==> config.mk <==
export PLATFORM = sky130hd
export DESIGN_NAME = awh_window
export DESIGN_NICKNAME = d
export VERILOG_FILES = /design/src/awh_pkg.sv /design/src/awh_window.sv
export SDC_FILE = /design/constraint.sdc
export NUM_CORES = 1
export LEC_CHECK = 0
export BUFFER_PORTS_ARGS = -buffer_cell sky130_fd_sc_hd__buf_4
export CORE_AREA = 3 3 109 111
export CTS_BUF_LIST = sky130_fd_sc_hd__clkbuf_8
export CTS_CLUSTER_DIAMETER = 50
export DETAILED_ROUTE_END_ITERATION = 10
export DIE_AREA = 0 0 112 114
export PLACE_DENSITY = 0.64
export SLEW_MARGIN = 30
export SYNTH_ARGS = -nofsm -noshare
export SYNTH_HDL_FRONTEND = slang
export SYNTH_SLANG_ARGS = --single-unit
==> constraint.sdc <==
create_clock -name clk -period 4.3 [get_ports clk]
set_input_delay 0.215 -clock clk [delete_from_list [all_inputs] [get_ports clk]]
set_output_delay 0.215 -clock clk [all_outputs]
set_load 0.01 [all_outputs]
==> src/awh_pkg.sv <==
// ----------------------------------------------------------------------------
// awh_pkg
// shared constants, operation codes and types of the auto-window histogram
// ----------------------------------------------------------------------------
package awh_pkg;

    localparam int WINDOW_DEPTH = 1024;
    localparam int VALUE_W      = 16;
    localparam int COUNT_W      = 32;

    // slot index and window length widths
    localparam int SLOT_W = $clog2(WINDOW_DEPTH);
    localparam int LEN_W  = $clog2(WINDOW_DEPTH + 1);

    // epoch tag kept next to each count; tag zero marks a swept entry
    localparam int TAG_W = 8;
    localparam logic [TAG_W-1:0] EPOCH_FIRST = TAG_W'(1);
    localparam logic [TAG_W-1:0] EPOCH_LAST  = {TAG_W{1'b1}};
    localparam logic [TAG_W-1:0] EPOCH_NONE  = '0;

    localparam int ENTRY_W = TAG_W + COUNT_W;

    localparam logic [COUNT_W-1:0] COUNT_MAX = {COUNT_W{1'b1}};

    // stream packing
    localparam int IN_FIELDS_W  = 2 + VALUE_W;
    localparam int IN_TDATA_W   = ((IN_FIELDS_W + 7) / 8) * 8;
    localparam int OUT_FIELDS_W = COUNT_W + 2;
    localparam int OUT_TDATA_W  = ((OUT_FIELDS_W + 7) / 8) * 8;

    // operation codes
    localparam logic [1:0] MODE_ADD   = 2'd0;
    localparam logic [1:0] MODE_QUERY = 2'd1;
    localparam logic [1:0] MODE_CLEAR = 2'd2;

    // window decision for the item being accepted
    typedef struct packed {
        logic hit;      // value lies in the current window
        logic add_ok;   // an add of this value fits within the depth
    } awh_win_t;

endpackage

==> src/awh_window.sv <==
// ----------------------------------------------------------------------------
// awh_window
// window base and length registers with the widen / reject decision
// ----------------------------------------------------------------------------
module awh_window (
    input  logic                               clk,
    input  logic                               rst_n,
    input  logic                               accept,
    input  logic [1:0]                         mode,
    input  logic signed [awh_pkg::VALUE_W-1:0] value,
    output awh_pkg::awh_win_t                  win
);
    import awh_pkg::*;

    localparam int EXT_W = VALUE_W + 2;
    localparam logic signed [EXT_W-1:0] DEPTH_X = EXT_W'(WINDOW_DEPTH);
    localparam logic signed [EXT_W-1:0] ONE_X   = EXT_W'(1);

    logic signed [VALUE_W-1:0] base_reg;
    logic signed [VALUE_W-1:0] base_next;
    logic        [LEN_W-1:0]   len_reg;
    logic        [LEN_W-1:0]   len_next;

    logic signed [EXT_W-1:0] v_x;
    logic signed [EXT_W-1:0] base_x;
    logic signed [EXT_W-1:0] len_x;
    logic signed [EXT_W-1:0] end_x;
    logic signed [EXT_W-1:0] nlen_dn;
    logic signed [EXT_W-1:0] nlen_up;
    logic                    empty;
    logic                    below;
    logic                    above;
    logic                    fit_dn;
    logic                    fit_up;

    assign v_x    = EXT_W'(value);
    assign base_x = EXT_W'(base_reg);
    assign len_x  = EXT_W'(len_reg);
    assign end_x  = base_x + len_x;

    assign empty  = (len_reg == '0);
    assign below  = !empty && (v_x < base_x);
    assign above  = !empty && (v_x >= end_x);

    // new length when the window grows toward the value
    assign nlen_dn = end_x - v_x;
    assign nlen_up = v_x - base_x + ONE_X;
    assign fit_dn  = (nlen_dn <= DEPTH_X);
    assign fit_up  = (nlen_up <= DEPTH_X);

    assign win.hit    = !empty && !below && !above;
    assign win.add_ok = !(below && !fit_dn) && !(above && !fit_up);

    always_comb
    begin
        base_next = base_reg;
        len_next  = len_reg;
        if (accept)
        begin
            if (mode == MODE_CLEAR)
            begin
                base_next = '0;
                len_next  = '0;
            end
            else if (mode == MODE_ADD && win.add_ok)
            begin
                if (empty)
                begin
                    base_next = value;
                    len_next  = LEN_W'(1);
                end
                else if (below)
                begin
                    base_next = value;
                    len_next  = nlen_dn[LEN_W-1:0];
                end
                else if (above)
                begin
                    len_next = nlen_up[LEN_W-1:0];
                end
            end
        end
    end

    always_ff @(posedge clk or negedge rst_n)
    begin
        if (!rst_n)
        begin
            base_reg <= '0;
            len_reg  <= '0;
        end
        else
        begin
            base_reg <= base_next;
            len_reg  <= len_next;
        end
    end

endmodule

# ---- Word-level counts from Yosys, hierarchy flattened
# Cells that the tools add are included.
dict set report totals {
  register_bits 27
  in_bits 21
  output_inout_bits 2
}
dict set report op_classes {
  add_sub_neg 4
  n_lt_le_gt_ge 4
  n_eq_ne 1
  muxes 9
  reduce_logical 22
}
# operator count
set ops {}
lappend ops {{2-to-1 mux 16 bit} 4}
lappend ops {{2-to-1 mux 11 bit} 5}
lappend ops {{less-or-equal comparator 18 x 12 -> 1 bit (second input constant)} 2}
lappend ops {{adder 17 x 2 -> 18 bit (second input constant)} 1}
lappend ops {{subtractor 17 x 16 -> 18 bit} 1}
lappend ops {{adder 16 x 12 -> 17 bit} 1}
lappend ops {{>= comparator 16 x 17 -> 1 bit} 1}
lappend ops {{subtractor 16 x 16 -> 17 bit} 1}
lappend ops {{less-than comparator 16 bit} 1}
lappend ops {{zero test 11 bit} 1}
lappend ops {{logical AND 1 bit} 8}
lappend ops {{zero test 1 bit} 7}
lappend ops {{AND reduction 3 bit} 2}
lappend ops {{nonzero test 4 bit} 1}
lappend ops {{nonzero test 3 bit} 1}
lappend ops {{equality test 2 bit (second input constant)} 1}
lappend ops {{zero test 2 bit} 1}
lappend ops {{nonzero test 2 bit} 1}

# ---- Depth between registers and ports, before layout
# Gate-level depths: netlist (run 1).
dict set report depth {
  word_depth 10
  ltp_mapped 25
}

# ---- Least setup slack after synthesis (run 1)
# OpenSTA, ideal clock, no wires.
dict set report synth_timing {
  path_type {flip-flop to flip-flop}
  startpoint {reg base_reg[0]}
  endpoint {reg base_reg[10]}
  arrival_ns 4.671
  required_time_ns 4.220
  slack_ns -0.451
  stages_incl_launch_ff 23
  synth_period_minus_slack_ns 4.751
  cell_sequence {dfrtp_1 -> ha_1 -> fa_1 -> a21o_1 -> a21oi_1 -> o21bai_1 -> a21oi_1 -> o21bai_1 -> a21oi_1 -> o21ai_0 -> nand4_1 -> nand4_1 -> ha_1 -> and2_1 -> nand3_1 -> o41ai_1 -> o221ai_1 -> a21oi_1 -> o31ai_4 -> o21a_1 -> buf_4 -> buf_6 -> o211ai_2}
}
# item line_no
set synth_rtl {}
lappend synth_rtl {{start, declared} awh_window.sv:19} ;# logic signed [VALUE_W-1:0] base_reg;
lappend synth_rtl {{start signal, assigned} awh_window.sv:94} ;# base_reg <= base_next;

==> results.toml, run 1 <==
[outcome]
status = "finished with violations"
violations = "negative setup slack"

[setup_path]
cp-start-kind = "register"
crit_fanout = 5
cp-end-kind = "primary output"
critical_path_class = "reg2out"
r2r_slack_ns = -0.42
arrival_ns = 4.67
required_ns = 4.09
r2r_cells = 24
r2r-end = "base_reg[3]$_DFFE_PN0P_"
r2r-start = "base_reg[0]$_DFFE_PN0P_"

[sta]
finClkSkew_ns = 0.0140
final_hold_viol_count = 0
worst_pin_slew_ns = 0.650
setup_viol_count_final = 29
clock.fmax_mhz = 205
hold_ws_ns = 0.365
post-route-period-util_pct = 114
rsz0062_at_grt = "true"
maxSlewViolCount = 0
setup_ws_ns = -0.585
relSlewSlack_pct = 56.5
finalCriticalPeriod_ns = 4.88

[logic_synthesis]
postSynthCellCount = 633
netlist_area_um2 = 4900
synth_top_family_by_area = "compound AO/OA/AOI/OAI gates"
yosysUniqueCellTypes = 72
synth_mux_area_share_pct = 3.98
async_flop_share_pct = 100
synthXorXnorAreaFrac_pct = 4.29
ys_ff_latch = 27
synth_edf_count = 0
seq_area_frac_synth_pct = 13.8
syn_area_per_cell_um2 = 7.75
synth_compound_area_share_pct = 27.8
synth_nets = 726
synth-simple-area-share_pct = 23.5
synthAdderAreaFrac_pct = 19.9
synthFlopType = "dfrtp_1"
synth_warnings = 0

[cells_and_area]
drive_gt1_share_pct = 24.1
final_core_util_pct = 57.0
layout.cells.non_filler = 863
diodes = 0
finalNetCount = 817
fillCellCount = 1018
largest_reg_flops = 16
syn2layout_area_growth_pct = 26.5

[global_route]
grt_pass1_wl_um = 26000
grt_max_degree = 37
grt_usage_pct = 24.8
first_global_vias = 5210
antenna_found_initial = 0
overflow = 0

[routing]
first_iter_violations = 369
first_pass_iters = 5
vias_per_cell = 5.95
vias = 5135
drc = 0
drtAntennaViolNets = 0
route.final.wire_length_um = 15900
routedWlPerCell_um = 18.4

[flow_run]
cap_violations = 0

[floorplanning]
die_w_um = 112
rows = 38
coreArea_um2 = 10900
ios = 23
start_util_pct = 45.0
dieHeight_um = 114
design.die.area_um2 = 12800

[place]
detailedPlace.worstSlack_ns = -0.267
dp.cells = 832
dp_hpwl_um = 12200
routabilityCongestion = 0.905
portBuffers = 22

[clock_tree]
cts_sinks = 27
htreeDepth = 1
cts_buffer_depth = 2
clk-insertion-delay-late_ns = 0.30
cts_buffers = 3
clockRootBuffer = "clkbuf_8"
clk_pin_slew_worst_paths_ns = 0.12
cts_tree = "yes"

[worst_hold_path]
holdPathEnd = "base_reg[0]$_DFFE_PN0P_"
holdCritPathClass = "in2reg"
min_from = "value[0]"
hold_depth = 5
how the worst max path moves through the flow:
stage / from / end / slack [ns] / depth (start not counted)
floorplan: base_reg[1]$_DFFE_PN0P_ / base_reg[10]$_DFFE_PN0P_ / -0.002 / 22
global placement: base_reg[0]$_DFFE_PN0P_ / len_reg[0]$_DFFE_PN0P_ / -0.25 / 20
detailed placement: base_reg[0]$_DFFE_PN0P_ / len_reg[0]$_DFFE_PN0P_ / -0.27 / 20
CTS: base_reg[0]$_DFFE_PN0P_ / win[0] / -0.39 / 20
global route: base_reg[0]$_DFFE_PN0P_ / win[0] / -0.82 / 21
finish: base_reg[0]$_DFFE_PN0P_ / win[0] / -0.58 / 21
cell families (layout without fill, tap and decap cells):
group | after synthesis | after routing
flip-flops | 27 | 27
XOR/XNOR | 24 | 24
AND/OR/NAND/NOR | 227 | 227
adder cells (fa/ha/maj) | 72 | 72
multiplexers | 19 | 19
buffers and inverters | 83 | 173
AO/OA/AOI/OAI | 181 | 181
repair_timing:
item	in CTS	in global routing
pin swaps	31	26
endpoints found under the setup margin	29	29
hold buffers	1	0
buffers inserted	17	9
gates resized for setup	36	21
hold endpoints to repair	27	0
gates cloned	1	2
cell usage in the layout (no fill, tap or decap), types with 5 or more instances in the layout:
cell	instances
a211o_1	5
a21o_1	5
a21oi_1	23
a21oi_2	9
buf_4	94
buf_6	7
dfrtp_1	27
fa_1	9
ha_1	59
inv_1	61
mux2i_1	14
nand2_1	59
nand2b_1	28
nand3_1	10
nand3b_1	5
nand4_1	7
nor2_1	42
nor2b_1	9
nor3_1	32
nor4_1	8
o211ai_1	33
o211ai_2	9
o21a_1	8
o21ai_0	16
o21ai_1	6
o21bai_1	9
xnor2_1	17
xor2_1	6
metrics by stage:
stage          TNS (ns)  area [µm²]
3_5_place_dp      -4.82        5640
3_3_place_gp      -3.10        5640
2_1_floorplan   -0.0136        4970
5_1_grt          -18.13        6210
4_1_cts           -5.87        6020
6_report         -11.02        6210
per-layer routing:
layer  vias up  share of wire [%]  global-route usage [%]
li1       2503                  -                       -
met1      2436                 44                    32.3
met2       158                 48                    42.6
met3        38                4.3                    2.39
met4         0                3.4                    9.38
met5         -                  0                       0
worst max-delay path, cell delays in order, from the launching register on:
cell and delay [ns]:
dfrtp_1 0.41, ha_2 0.20, fa_2 0.34, a21o_1 0.19
a21oi_2 0.14, o21bai_1 0.09, a21oi_2 0.16, o21bai_1 0.09
a21oi_2 0.22, buf_4 0.16, o21ai_4 0.07, nand2_1 0.07
o211ai_1 0.08, ha_1 0.38, and2_4 0.17, a211o_1 0.29
or3_4 0.41, nor4_4 0.23, a31o_2 0.22, o21a_1 0.17
buf_4 0.15, buf_4 0.12
Yosys cell counts (all sizes together) (3+ instances only):
library cell	number	area share (%)
fa	10	4.1
dfrtp	27	14
a21oi	34	3.5
o21a	8	1.2
o21bai	9	1.4
o2111ai	3	0.54
a2111oi	5	1.0
o221ai	5	0.89
nor4	9	1.1
and2	4	0.51
nand3	11	1.1
mux2	4	0.92
a21boi	5	0.84
o21ai	25	2.6
or3	3	0.38
a21o	5	0.77
o211ai	42	7.3
nand3b	5	0.77
inv	61	4.7
a211o	5	0.89
mux2i	15	3.1
nand4	7	0.89
and3	4	0.51
xnor2	18	3.2
o31ai	3	0.74
o41ai	4	0.71
o31a	3	0.54
nand2	60	4.6
nor2b	9	1.1
nor3	32	3.3
clkbuf	15	1.1
o311ai	3	0.54
nand2b	28	3.6
nor2	43	3.3
xor2	6	1.1
ha	62	16
buf	7	0.94
layout make-up:
type | instances | area [µm²] | area share (%)
clock buffers | 3 | 41.3 | 0.665
clock inverters | 1 | 7.51 | 0.121
inverters | 61 | 229 | 3.69
multi-input cells | 523 | 4170 | 67.1
flip-flops and latches | 27 | 676 | 10.9
well taps | 140 | 175 | 2.82
repair buffers | 108 | 912 | 14.7
Power of run 1 is left out: the tool's default activity adds up to more than one toggle a clock period on the data nets, which glitch-free logic cannot reach.
==> run 2, diff against run 1 <==
==> constraint.sdc (replaced) <==
create_clock -name clk -period 4 [get_ports clk]
set_input_delay 0.2 -clock clk [delete_from_list [all_inputs] [get_ports clk]]
set_output_delay 0.2 -clock clk [all_outputs]
set_load 0.01 [all_outputs]
==> results.toml, run 2 (synthesized netlist as in run 1, its figures left out) <==
[clock_tree]
clockRootBuffer = "clkbuf_8"
cts_buffer_depth = 2
cts_buffers = 3
clk_pin_slew_worst_paths_ns = 0.11
clk-insertion-delay-late_ns = 0.29
htreeDepth = 1
cts_sinks = 27
cts_tree = "yes"

[setup_path]
r2r_slack_ns = -0.74
r2r-end = "len_reg[5]$_DFFE_PN0P_"
r2r-start = "base_reg[0]$_DFFE_PN0P_"
cp-end-kind = "primary output"
arrival_ns = 4.65
r2r_cells = 23
critical_path_class = "reg2out"
cp-start-kind = "register"
required_ns = 3.80
crit_fanout = 5

[sta]
setup_ws_ns = -0.849
hold_ws_ns = 0.388
worst_pin_slew_ns = 0.569
relSlewSlack_pct = 61.7
timing.setup.tns_ns = -19.61
finalCriticalPeriod_ns = 4.85
setup_viol_count_final = 29
rsz0062_at_grt = "true"
finClkSkew_ns = 0.00892
final_hold_viol_count = 0
maxSlewViolCount = 0
clock.fmax_mhz = 206
post-route-period-util_pct = 121

[worst_hold_path]
holdCritPathClass = "in2async"

[floorplanning]
start_util_pct = 45.0
ios = 23
coreArea_um2 = 10900
die_w_um = 112
design.die.area_um2 = 12800
dieHeight_um = 114
rows = 38

[cells_and_area]
final_common_cell = "buf_4"
fin_area_um2 = 6450
final_cell_mix = "112 x buf_4, 61 x inv_1, 58 x nand2_1"
finalNetCount = 838
syn2layout_area_growth_pct = 31.5
fillCellCount = 1006
drive_gt1_share_pct = 28.8
diodes = 0
largest_reg_flops = 16

[outcome]
violations = "negative setup slack"
status = "finished with violations"

[flow_run]
cap_violations = 0

[place]
routabilityCongestion = 0.849
portBuffers = 22
detailedPlace.worstSlack_ns = -0.596
dp_hpwl_um = 12500
post_dp_cell_area_um2 = 5820

[global_route]
first_global_vias = 5308
antenna_found_initial = 0
grt_pass1_wl_um = 26500
overflow = 0
grt_max_degree = 37
grt_usage_pct = 25.3

[routing]
routedWlPerCell_um = 18.6
wl_met2_um = 7980
vias = 5341
drtAntennaViolNets = 0
first_iter_violations = 445
drc = 0
first_pass_iters = 5
route.final.wire_length_um = 16500
vias_per_cell = 6.04
wl_met3_um = 838
wl_met1_um = 6930
highest_layer = "met4"
[run 2: cell count changes in the layout (fill, tap and decap cells not counted), moves of 2 or more]
cell	change
buf_4	+18
buf_6	+6
o21ai_2	+4
a21oi_1	-3
a21oi_2	+3
ha_1	-3
ha_4	+3
o21ai_1	-3
nor2_1	-2
nor2_4	+2
o311ai_2	+2
[run 2: worst max-delay path by stage]
stage / from / to / slack [ns]
after CTS: base_reg[0]$_DFFE_PN0P_ / win[0] / -0.73
final: base_reg[0]$_DFFE_PN0P_ / win[0] / -0.85
after detailed placement: base_reg[1]$_DFFE_PN0P_ / len_reg[0]$_DFFE_PN0P_ / -0.60
after floorplan: base_reg[1]$_DFFE_PN0P_ / base_reg[10]$_DFFE_PN0P_ / -0.29
after global routing: base_reg[0]$_DFFE_PN0P_ / win[0] / -1.05
after global placement: base_reg[0]$_DFFE_PN0P_ / len_reg[0]$_DFFE_PN0P_ / -0.50
[run 2: repair_timing]
action                     CTS  global route
gates resized for setup     55            28
hold buffers                 1             0
buffers inserted            21             4
pin swaps                   55            30
hold endpoints to repair    27             0
gates cloned                 1             1
setup endpoints to repair   29            29
[run 2: through the flow]
step                cells  util, %
floorplan             633        -
global placement      856     53.5
detailed placement    856     53.5
CTS                   883     57.9
global route          884     59.2
finish                884     59.2
[run 2: worst max-delay path, cell delays in order (launching register included)]
cell	delay, ns
dfrtp_1	0.41
ha_2	0.21
fa_2	0.34
a21o_1	0.20
a21oi_2	0.15
o21bai_1	0.10
a21oi_2	0.17
o21bai_1	0.09
a21oi_2	0.25
o211ai_1	0.16
xor2_1	0.26
ha_4	0.26
o21ai_2	0.13
a21oi_2	0.09
buf_4	0.15
o32a_1	0.32
o41ai_4	0.07
o32ai_4	0.13
nor4_4	0.18
a31o_2	0.25
o21a_1	0.21
buf_6	0.12
buf_6	0.10
[run 2: routing by layer]
metal / GRT usage, % / up-vias
met2: 43.9 / 186
met4: 10.2 / 0
li1: - / 2543
met1: 32.6 / 2562
met3: 2.39 / 50
met5: 0 / -
[run 2: final cells by class]
cell class	count	area, µm²	share of cell area, %
inverters	61	229	3.55
well taps	140	175	2.72
clock buffers	3	41.3	0.640
repair buffers	129	1040	16.2
multi-input cells	523	4280	66.3
flip-flops and latches	27	676	10.5
clock inverters	1	7.51	0.116
Power of run 2 is left out for the same reason.
